**config.mk**
```make
export PLATFORM = sky130hd
export DESIGN_NAME = hthws_divider
export DESIGN_NICKNAME = d
export VERILOG_FILES = /design/src/hdl/hthws_pkg.sv /design/src/hdl/hthws_divider.sv
export VERILOG_INCLUDE_DIRS = /design/src /design/src/hdl
export SDC_FILE = /design/constraint.sdc
export NUM_CORES = 1
export LEC_CHECK = 0
export ABC_CLOCK_PERIOD_IN_PS = 5300
export BUFFER_PORTS_ARGS = -buffer_cell sky130_fd_sc_hd__buf_2
export CORE_ASPECT_RATIO = 0.75
export CORE_UTILIZATION = 30
export CTS_BUF_LIST = sky130_fd_sc_hd__clkbuf_16
export DETAILED_ROUTE_END_ITERATION = 10
export PLACE_DENSITY_LB_ADDON = 0.12
export SYNTH_ARGS = -nofsm -noshare
export SYNTH_HDL_FRONTEND = slang
export SYNTH_SLANG_ARGS = --single-unit
```
**constraint.sdc**
```tcl
create_clock -name clk -period 5.3 [get_ports clk]
set_input_delay 0.265 -clock clk [delete_from_list [all_inputs] [get_ports clk]]
set_output_delay 0.265 -clock clk [all_outputs]
set_load 0.01 [all_outputs]
```
**src/hdl/assert_macros.svh**
```systemverilog
// assertion macros shared by the histogram rtl
// expects clk and rst_n in the including module
`ifndef ASSERT_MACROS_SVH
`define ASSERT_MACROS_SVH

// same-cycle implication, checked out of reset
`define ASSERT_IMP(label, ante, cons, msg) \
  label: assert property (@(posedge clk) disable iff (!rst_n) (ante) |-> (cons)) \
    else $error(msg);

// next-cycle implication, checked out of reset
`define ASSERT_NXT(label, ante, cons, msg) \
  label: assert property (@(posedge clk) disable iff (!rst_n) (ante) |=> (cons)) \
    else $error(msg);

`endif

```
**src/hdl/hthws_pkg.sv**
```systemverilog
// shared types and constants of the hit time histogram block
// no dependencies
package hthws_pkg;

  localparam int unsigned NUM_BINS_DEF   = 1024;
  localparam int unsigned COUNT_BITS_DEF = 16;

  localparam int unsigned OP_W        = 2;
  localparam int unsigned TIME_W      = 32;
  localparam int unsigned BIN_FIELD_W = 10;
  localparam int unsigned TOTAL_W     = 26;
  localparam int unsigned WIDTH_W     = 16;
  localparam int unsigned BCOUNT_W    = 11;
  localparam int unsigned CFG_ADDR_W  = 2;
  localparam int unsigned CFG_DATA_W  = 32;
  localparam int unsigned DIFF_W      = TIME_W + 2;
  localparam int unsigned DVD_W       = DIFF_W - 1;

  localparam logic [TOTAL_W-1:0]       TOTAL_MAX     = '1;
  localparam logic signed [TIME_W-1:0] T_LEFT_RST    = '0;
  localparam logic [WIDTH_W-1:0]       BIN_WIDTH_RST = WIDTH_W'(16);
  localparam logic [BCOUNT_W-1:0]      BIN_COUNT_RST = BCOUNT_W'(1024);
  localparam logic signed [TIME_W-1:0] FLIGHT_TOP    = {1'b0, {(TIME_W-1){1'b1}}};
  localparam logic signed [TIME_W-1:0] FLIGHT_BOTTOM = {1'b1, {(TIME_W-1){1'b0}}};

  typedef enum logic [OP_W-1:0] {
    OP_INSERT = 2'd0,
    OP_QUERY  = 2'd1,
    OP_CLEAR  = 2'd2
  } op_t;

  typedef enum logic [CFG_ADDR_W-1:0] {
    CFG_T_LEFT    = 2'd0,
    CFG_BIN_WIDTH = 2'd1,
    CFG_BIN_COUNT = 2'd2
  } cfg_idx_t;

  typedef enum logic [2:0] {
    ST_SWEEP,
    ST_IDLE,
    ST_DIVIDE,
    ST_BUMP,
    ST_SUM
  } state_t;

  typedef struct packed {
    logic               start;
    logic [DVD_W-1:0]   dividend;
    logic [WIDTH_W-1:0] divisor;
  } div_req_t;

  typedef struct packed {
    logic             done;
    logic [DVD_W-1:0] quotient;
  } div_rsp_t;

endpackage

```
**src/hdl/hthws_divider.sv**
```systemverilog
// radix-2 restoring divider, one quotient bit per cycle
// depends on hthws_pkg and assert_macros.svh
`include "assert_macros.svh"

module hthws_divider (
  input  logic                clk,
  input  logic                rst_n,
  input  hthws_pkg::div_req_t req,
  output hthws_pkg::div_rsp_t rsp
);
  import hthws_pkg::*;

  localparam int unsigned CNT_W = $clog2(DVD_W);

  logic               busy_r, busy_nxt;
  logic               done_r, done_nxt;
  logic [CNT_W-1:0]   cnt_r, cnt_nxt;
  logic [WIDTH_W-1:0] rem_r, rem_nxt;
  logic [DVD_W-1:0]   quo_r, quo_nxt;
  logic [WIDTH_W-1:0] divisor_r, divisor_nxt;

  logic [WIDTH_W:0]   rem_sh;
  logic [WIDTH_W:0]   rem_sub;
  logic               fits;

  assign rem_sh  = {rem_r, quo_r[DVD_W-1]};
  assign rem_sub = rem_sh - {1'b0, divisor_r};
  assign fits    = rem_sh >= {1'b0, divisor_r};

  always_comb begin
    busy_nxt    = busy_r;
    cnt_nxt     = cnt_r;
    rem_nxt     = rem_r;
    quo_nxt     = quo_r;
    divisor_nxt = divisor_r;
    done_nxt    = busy_r && (cnt_r == '0);
    if (!busy_r && req.start) begin
      busy_nxt    = 1'b1;
      cnt_nxt     = CNT_W'(DVD_W - 1);
      rem_nxt     = '0;
      quo_nxt     = req.dividend;
      divisor_nxt = req.divisor;
    end else if (busy_r) begin
      rem_nxt = fits ? rem_sub[WIDTH_W-1:0] : rem_sh[WIDTH_W-1:0];
      quo_nxt = {quo_r[DVD_W-2:0], fits};
      if (cnt_r == '0) begin
        busy_nxt = 1'b0;
      end else begin
        cnt_nxt = cnt_r - 1'b1;
      end
    end
  end

  always_ff @(posedge clk) begin
    if (!rst_n) begin
      busy_r <= 1'b0;
      done_r <= 1'b0;
    end else begin
      busy_r <= busy_nxt;
      done_r <= done_nxt;
    end
  end

  always_ff @(posedge clk) begin
    cnt_r     <= cnt_nxt;
    rem_r     <= rem_nxt;
    quo_r     <= quo_nxt;
    divisor_r <= divisor_nxt;
  end

  assign rsp.done     = done_r;
  assign rsp.quotient = quo_r;

  `ASSERT_NXT(a_div_done_pulse, done_r, !done_r, "divider done lasted more than one cycle")
  `ASSERT_NXT(a_div_load, req.start && !busy_r, busy_r && (cnt_r == CNT_W'(DVD_W - 1)), "divider did not load")
  `ASSERT_IMP(a_div_rem_bound, busy_r && (divisor_r != '0), rem_r < divisor_r, "partial remainder out of range")

endmodule

```
==> qor.csv, run 1 <==
stage;metric;value;unit
grt;met1_usage;0.198;
power;pwr-share-clk;0.358;
synth;synthTopCellsByCount;edfxtp_1 (49), nand2_1 (36), mux2_2 (34);
grt;antenna_found_initial;0;
floorplan;core_area;12300;sq um
cts;clock_latency;330;ps
worst_setup_path;worstSetupStartpointType;register;
synth;synth_nets;407;
worst_setup_path;criticalPathCategory;reg -> reg;
sta;relSlewSlack;0.361;
worst_setup_path;crit_buf_inv;1;
sta;hold_ws;104;ps
synth;synthTopCellsByArea;edfxtp_1 (38%), dfxtp_1 (13%), mux2_2 (10%), ha_1 (5.6%), nand2_1 (3.5%);
worst_setup_path;crit_start;divisor_r[1];
floorplan;num_rows;35;
worst_setup_path;crit_family;compound AO/OA/AOI/OAI gates;
worst_setup_path;crit_chain;inv_1 > ha_1 > nor2b_1 > o2111ai_2 > a41oi_2 > a211oi_2 > o21ai_2 > and2_1 > mux2_2;
grt;busiest_layer;met1;
synth;syn_area_per_cell;11.4;sq um
routing;drt_iter0_markers;143;
placement;gp_congestion;0.781;
worst_setup_path;cp.required;5500;ps
sta;maxSlewViolCount;0;
cts;root_buffer;clkbuf_16;
final_layout;insertedDiodeCount;0;
synth;synth_cells;337;
synth;yosysMostFrequentCell;edfxtp_1;
placement;io_buffers;85;
final_layout;area_growth;23.4;%
grt;grt_overflow_total;0;
cts;postCtsResizedCells;0;
synth;synth_seq_cells;73;
synth;yosysSeqAreaShare;0.510;
power;p_leak;2.02;nW
floorplan;io-pin-count;86;
power;p_sw;0.000428;W
job;cap_violations;0;
grt;groute.usage.overall;0.135;
routing;wl_per_cell;14.5;microns
synth;synth.distinct_cells;52;
cts;htree_levels;3;
floorplan;die_height;99.8;microns
sta;max_freq;300;MHz
worst_hold_path;hold_path.class;in -> reg;
floorplan;start_util;0.310;
sta;fin_skew;7.09;ps
routing;num_vias;2806;
synth;syn-cell-area;3830;sq um
power;p_int;0.00117;W
power;switching_share;0.267;
synth;synth_edf_count;49;
cts;clk_path_buf_depth;2;
synth;yosysWarnings;0;
worst_setup_path;crit_path_end_kind;register;
floorplan;die_area;13200;sq um
power;power_frac_comb;0.185;
floorplan;die_x;132;microns
grt;grt_pass1_wl;13800;microns
worst_setup_path;slowest_stage;and2_1;
cts;hold_buffers;0;
final_layout;drive_gt1_frac;0.354;
worst_setup_path;r2r_setup_slack;1970;ps
sta;layout_min_cycle_time;3330;ps
grt;globalRouteMet3Util;0.0369;
sta;hold_violations;0;
power;fin_total_pwr;0.00160;W
cts;clk_pin_slew;60;ps
grt;grtUsageMet2;0.186;
cts;clkSinkCount;73;
sta;worstMarginPinSlew;956;ps
placement;hpwl;5920;microns
final_layout;num-nets-final;494;
cts;post_cts_buffers;0;
worst_setup_path;r2r_start;divisor_r[1];
synth;async_reset_ff_frac;0;
synth;yosys.area.top_type;edfxtp_1;
routing;vias_per_cell;4.72;
synth;synthFlopType;edfxtp_1;
routing;drtPass1Iterations;4;
power;power_per_cell_area;339;nW/um^2
sta;fin_crit_sh;0.629;
worst_setup_path;cp.arrival;3530;ps
sta;tns;0;ps
cts;cts_tree;built;
grt;grt_pass1_vias;2596;
power;peakVddDrop;158;uV
cts;cts_inserted_buffers;9;
routing;wirelength;8610;microns
sta;rsz0062_at_grt;false;
worst_setup_path;max_stage_delay;760;ps
grt;grt_max_degree;41;
routing;drc;0;
worst_setup_path;crit_fanout;17;
synth;yosysTopAreaCellShare;0.384;
power;seq_power_share;0.457;
worst_hold_path;holdCritStartpoint;req[6];
routing;ant_nets;0;
sta;setup_viol;0;
outcome;status;complete, no violations;
registers in the layout (all words and copies together) (netlist names):
name	count
busy_r	1
cnt_r	6
divisor_r	16
done_r	1
quo_r	33
rem_r	16
metal layers:
metal | part of all wire | routed length, microns | vias to the layer above
met5 | 0 | 0 | -
met4 | 0.013 | 111 | 0
met3 | 0.044 | 377 | 8
met2 | 0.40 | 3470 | 61
met1 | 0.54 | 4650 | 1313
li1 | - | - | 1424
cell families (layout without fill, tap and decap cells):
kind of cell,count (synthesis),in the layout,share of synthesized area
compound gates,65,65,0.132
mux,35,35,0.103
fa+ha+maj,18,18,0.0608
buf+inv,37,129,0.0399
flops,73,73,0.510
simple gates,95,95,0.123
xor+xnor,14,14,0.0320
worst register-to-register path, cell delays in order, from the launching register on:
cell and delay (ps):
edfxtp_1 370, inv_1 60, ha_1 280, nor2b_1 200
o2111ai_2 170, a41oi_2 330, a211oi_2 120, o21ai_2 620
and2_1 770, mux2_2 290
cells in the final DEF (no fill, tap or decap), types with 5 or more instances in the layout:
master,instances
a21o_1,7
nand3_1,5
o221ai_1,5
a21oi_1,16
clkbuf_16,10
xnor2_1,8
o211ai_2,5
xor2_1,6
nor3_1,7
mux2_2,34
buf_2,85
nor2_1,13
dfxtp_1,24
inv_1,24
edfxtp_1,49
nand2_1,36
nand2b_1,5
nand4_1,9
ha_1,17
buf_4,5
layout make-up:
cell class	count	area (sq um)
repair buffers	90	463
well taps	166	208
multi-input cells	227	1730
inverters	23	86.3
clock inverters	6	33.8
fillers	1244	7630
flip-flops and latches	73	1950
clock buffers	10	250
stage by stage:
stage | std cells | cell area, sq um | utilization | setup slack, ps
floorplan | 337 | 3830 | - | 2860
finish | 595 | 4720 | 0.382 | 1970
global placement | 579 | 4440 | 0.359 | 2140
detailed placement | 579 | 4440 | 0.359 | 2080
CTS | 595 | 4720 | 0.382 | 2050
global route | 595 | 4720 | 0.382 | 1810
final timing paths:
kind / endpoint / depth (start not counted)
worst max register to register: quo_r[0] / 9
worst min-delay path: divisor_r[6] / 1
worst max-delay path: quo_r[0] / 9
worst min register to register: rem_r[15] / 2
power groups by stage:
stage          Combinational (W)  Clock [W]  Sequential, W
6_report                0.000296   0.000573       0.000732
5_1_grt                 0.000330   0.000617       0.000742
4_1_cts                 0.000299   0.000593       0.000732
3_5_place_dp            0.000297          0       0.000743
3_3_place_gp            0.000296          0       0.000742
2_1_floorplan           0.000181          0       0.000757
No activity file was read; power rests on OpenSTA's default activity.
==> run 2, diff against run 1 <==
- ABC_CLOCK_PERIOD_IN_PS: 5300 -> 2850
- clock period: 5.3 -> 2.85 ns (I/O delays scaled with it)
==> qor.csv, run 2 (synthesized netlist as in run 1, its figures left out) <==
stage;metric;value;unit
worst_setup_path;r2r_start;rem_r[5];
grt;grt_overflow_total;0;
floorplan;die_x;132;microns
placement;placed_area;4470;sq um
grt;antenna_found_initial;0;
floorplan;die_area;13200;sq um
final_layout;area_growth;28.4;%
floorplan;num_rows;35;
power;power_per_cell_area;621;nW/um^2
final_layout;multi_input_comb_area;1730;sq um
routing;drt_iter0_markers;121;
sta;fin_skew;6.78;ps
routing;wirelength;8790;microns
cts;cts_inserted_buffers;9;
worst_hold_path;holdCritStartpoint;req[1];
outcome;status;complete, no violations;
worst_setup_path;regToRegEndpoint;quo_r[0];
grt;grt_max_degree;43;
worst_setup_path;crit_path_end_kind;register;
worst_setup_path;crit_end;quo_r[0];
cts;cts_tree;built;
final_layout;fillers;1215;
power;p_leak;2.11;nW
routing;ant_nets;0;
cts;hold_buffers;15;
sta;fin_crit_sh;0.905;
sta;setup_viol;0;
sta;maxSlewViolCount;0;
routing;drc;0;
cts;clkSinkCount;73;
power;peakVddDrop;288;uV
cts;htree_levels;3;
floorplan;die_height;99.8;microns
final_layout;final_util;0.398;
floorplan;core_area;12300;sq um
placement;hpwl;6000;microns
final_layout;mostFrequentLayoutCells;buf_2 (85), edfxtp_1 (49), nand2_1 (36);
sta;relSlewSlack;0.618;
grt;grt_pass1_wl;14300;microns
grt;grt_pass1_vias;2801;
final_layout;num-nets-final;513;
final_layout;largest_register;quo_r;
final_layout;largestRegisters;quo_r (33), divisor_r (16), rem_r (16);
worst_setup_path;crit_start;rem_r[5];
placement;io_buffers;85;
worst_hold_path;hold_path.class;in -> reg;
cts;clk_pin_slew;60;ps
sta;tns;0;ps
cts;clk_path_buf_depth;2;
worst_setup_path;r2r_setup_slack;270;ps
placement;dp.cells;583;
sta;max_freq;388;MHz
worst_setup_path;r2r_cells;8;
sta;worstMarginPinSlew;573;ps
worst_setup_path;criticalPathCategory;reg -> reg;
routing;num_vias;2898;
sta;layout_min_cycle_time;2580;ps
sta;rsz0062_at_grt;false;
final_layout;insertedDiodeCount;0;
floorplan;io-pin-count;86;
cts;postCtsResizedCells;0;
routing;drtPass1Iterations;4;
placement;gp_congestion;0.830;
cts;post_cts_buffers;0;
job;cap_violations;0;
routing;wl_per_cell;14.3;microns
grt;groute.usage.overall;0.139;
cts;root_buffer;clkbuf_16;
routing;vias_per_cell;4.72;
sta;hold_ws;32.5;ps
final_layout;fin_area;4920;sq um
final_layout;largest_reg_flops;33;
floorplan;start_util;0.310;
sta;hold_violations;0;
worst_setup_path;cp.required;2930;ps
final_layout;fin_cells;614;
final_layout;layout_commonest_cell;buf_2;
worst_setup_path;cp.arrival;2660;ps
cts;clock_latency;330;ps
final_layout;ff_latch_area;1950;sq um
worst_setup_path;crit_fanout;9;
worst_setup_path;worstSetupStartpointType;register;
final_layout;drive_gt1_frac;0.350;
==> run 2: layout make-up <==
class	count	area share
inverters	23	0.0176
multi-input cells	227	0.352
repair buffers	109	0.131
clock buffers	9	0.0458
flip-flops and latches	73	0.397
clock inverters	7	0.0145
well taps	166	0.0422
==> run 2: metal layers <==
layer	up-vias	wire, microns	global-route usage
li1	1459	-	-
met1	1371	4750	0.205
met5	-	0	0
met4	0	97	0.0424
met2	61	3560	0.196
met3	7	381	0.0389
==> run 2: worst min-delay path by stage <==
stage / cells after the start / slack [ps] / to
final: 1 / 30 / divisor_r[1]
after global routing: 1 / 8 / divisor_r[1]
after CTS: 1 / 10 / divisor_r[1]
after detailed placement: 1 / 320 / divisor_r[5]
after global placement: 1 / 320 / divisor_r[8]
after floorplan: 0 / 240 / divisor_r[0]
==> run 2: per-stage QoR <==
| step | setup WS (ps) | total power, W |
|---|---|---|
| floorplan | 407 | 0.00174 |
| global placement | 280 | 0.00194 |
| detailed placement | 248 | 0.00194 |
| CTS | 241 | 0.00309 |
| global route | 97.4 | 0.00322 |
| finish | 270 | 0.00305 |
==> run 2: power breakdown <==
group	internal [W]	leakage, nW	switching, W	total (W)
clock network	0.000677	0.143	0.000444	0.00112
logic	0.000275	1.28	0.000293	0.000568
registers	0.00129	0.681	0.0000776	0.00136
==> run 2: critical path: stages (launching register included) <==
cell	delay (ps)
dfxtp_1	330
ha_1	380
a211o_1	290
a21oi_2	190
a41oi_2	200
a211oi_2	280
o21ai_2	80
and2_1	280
mux2_2	310
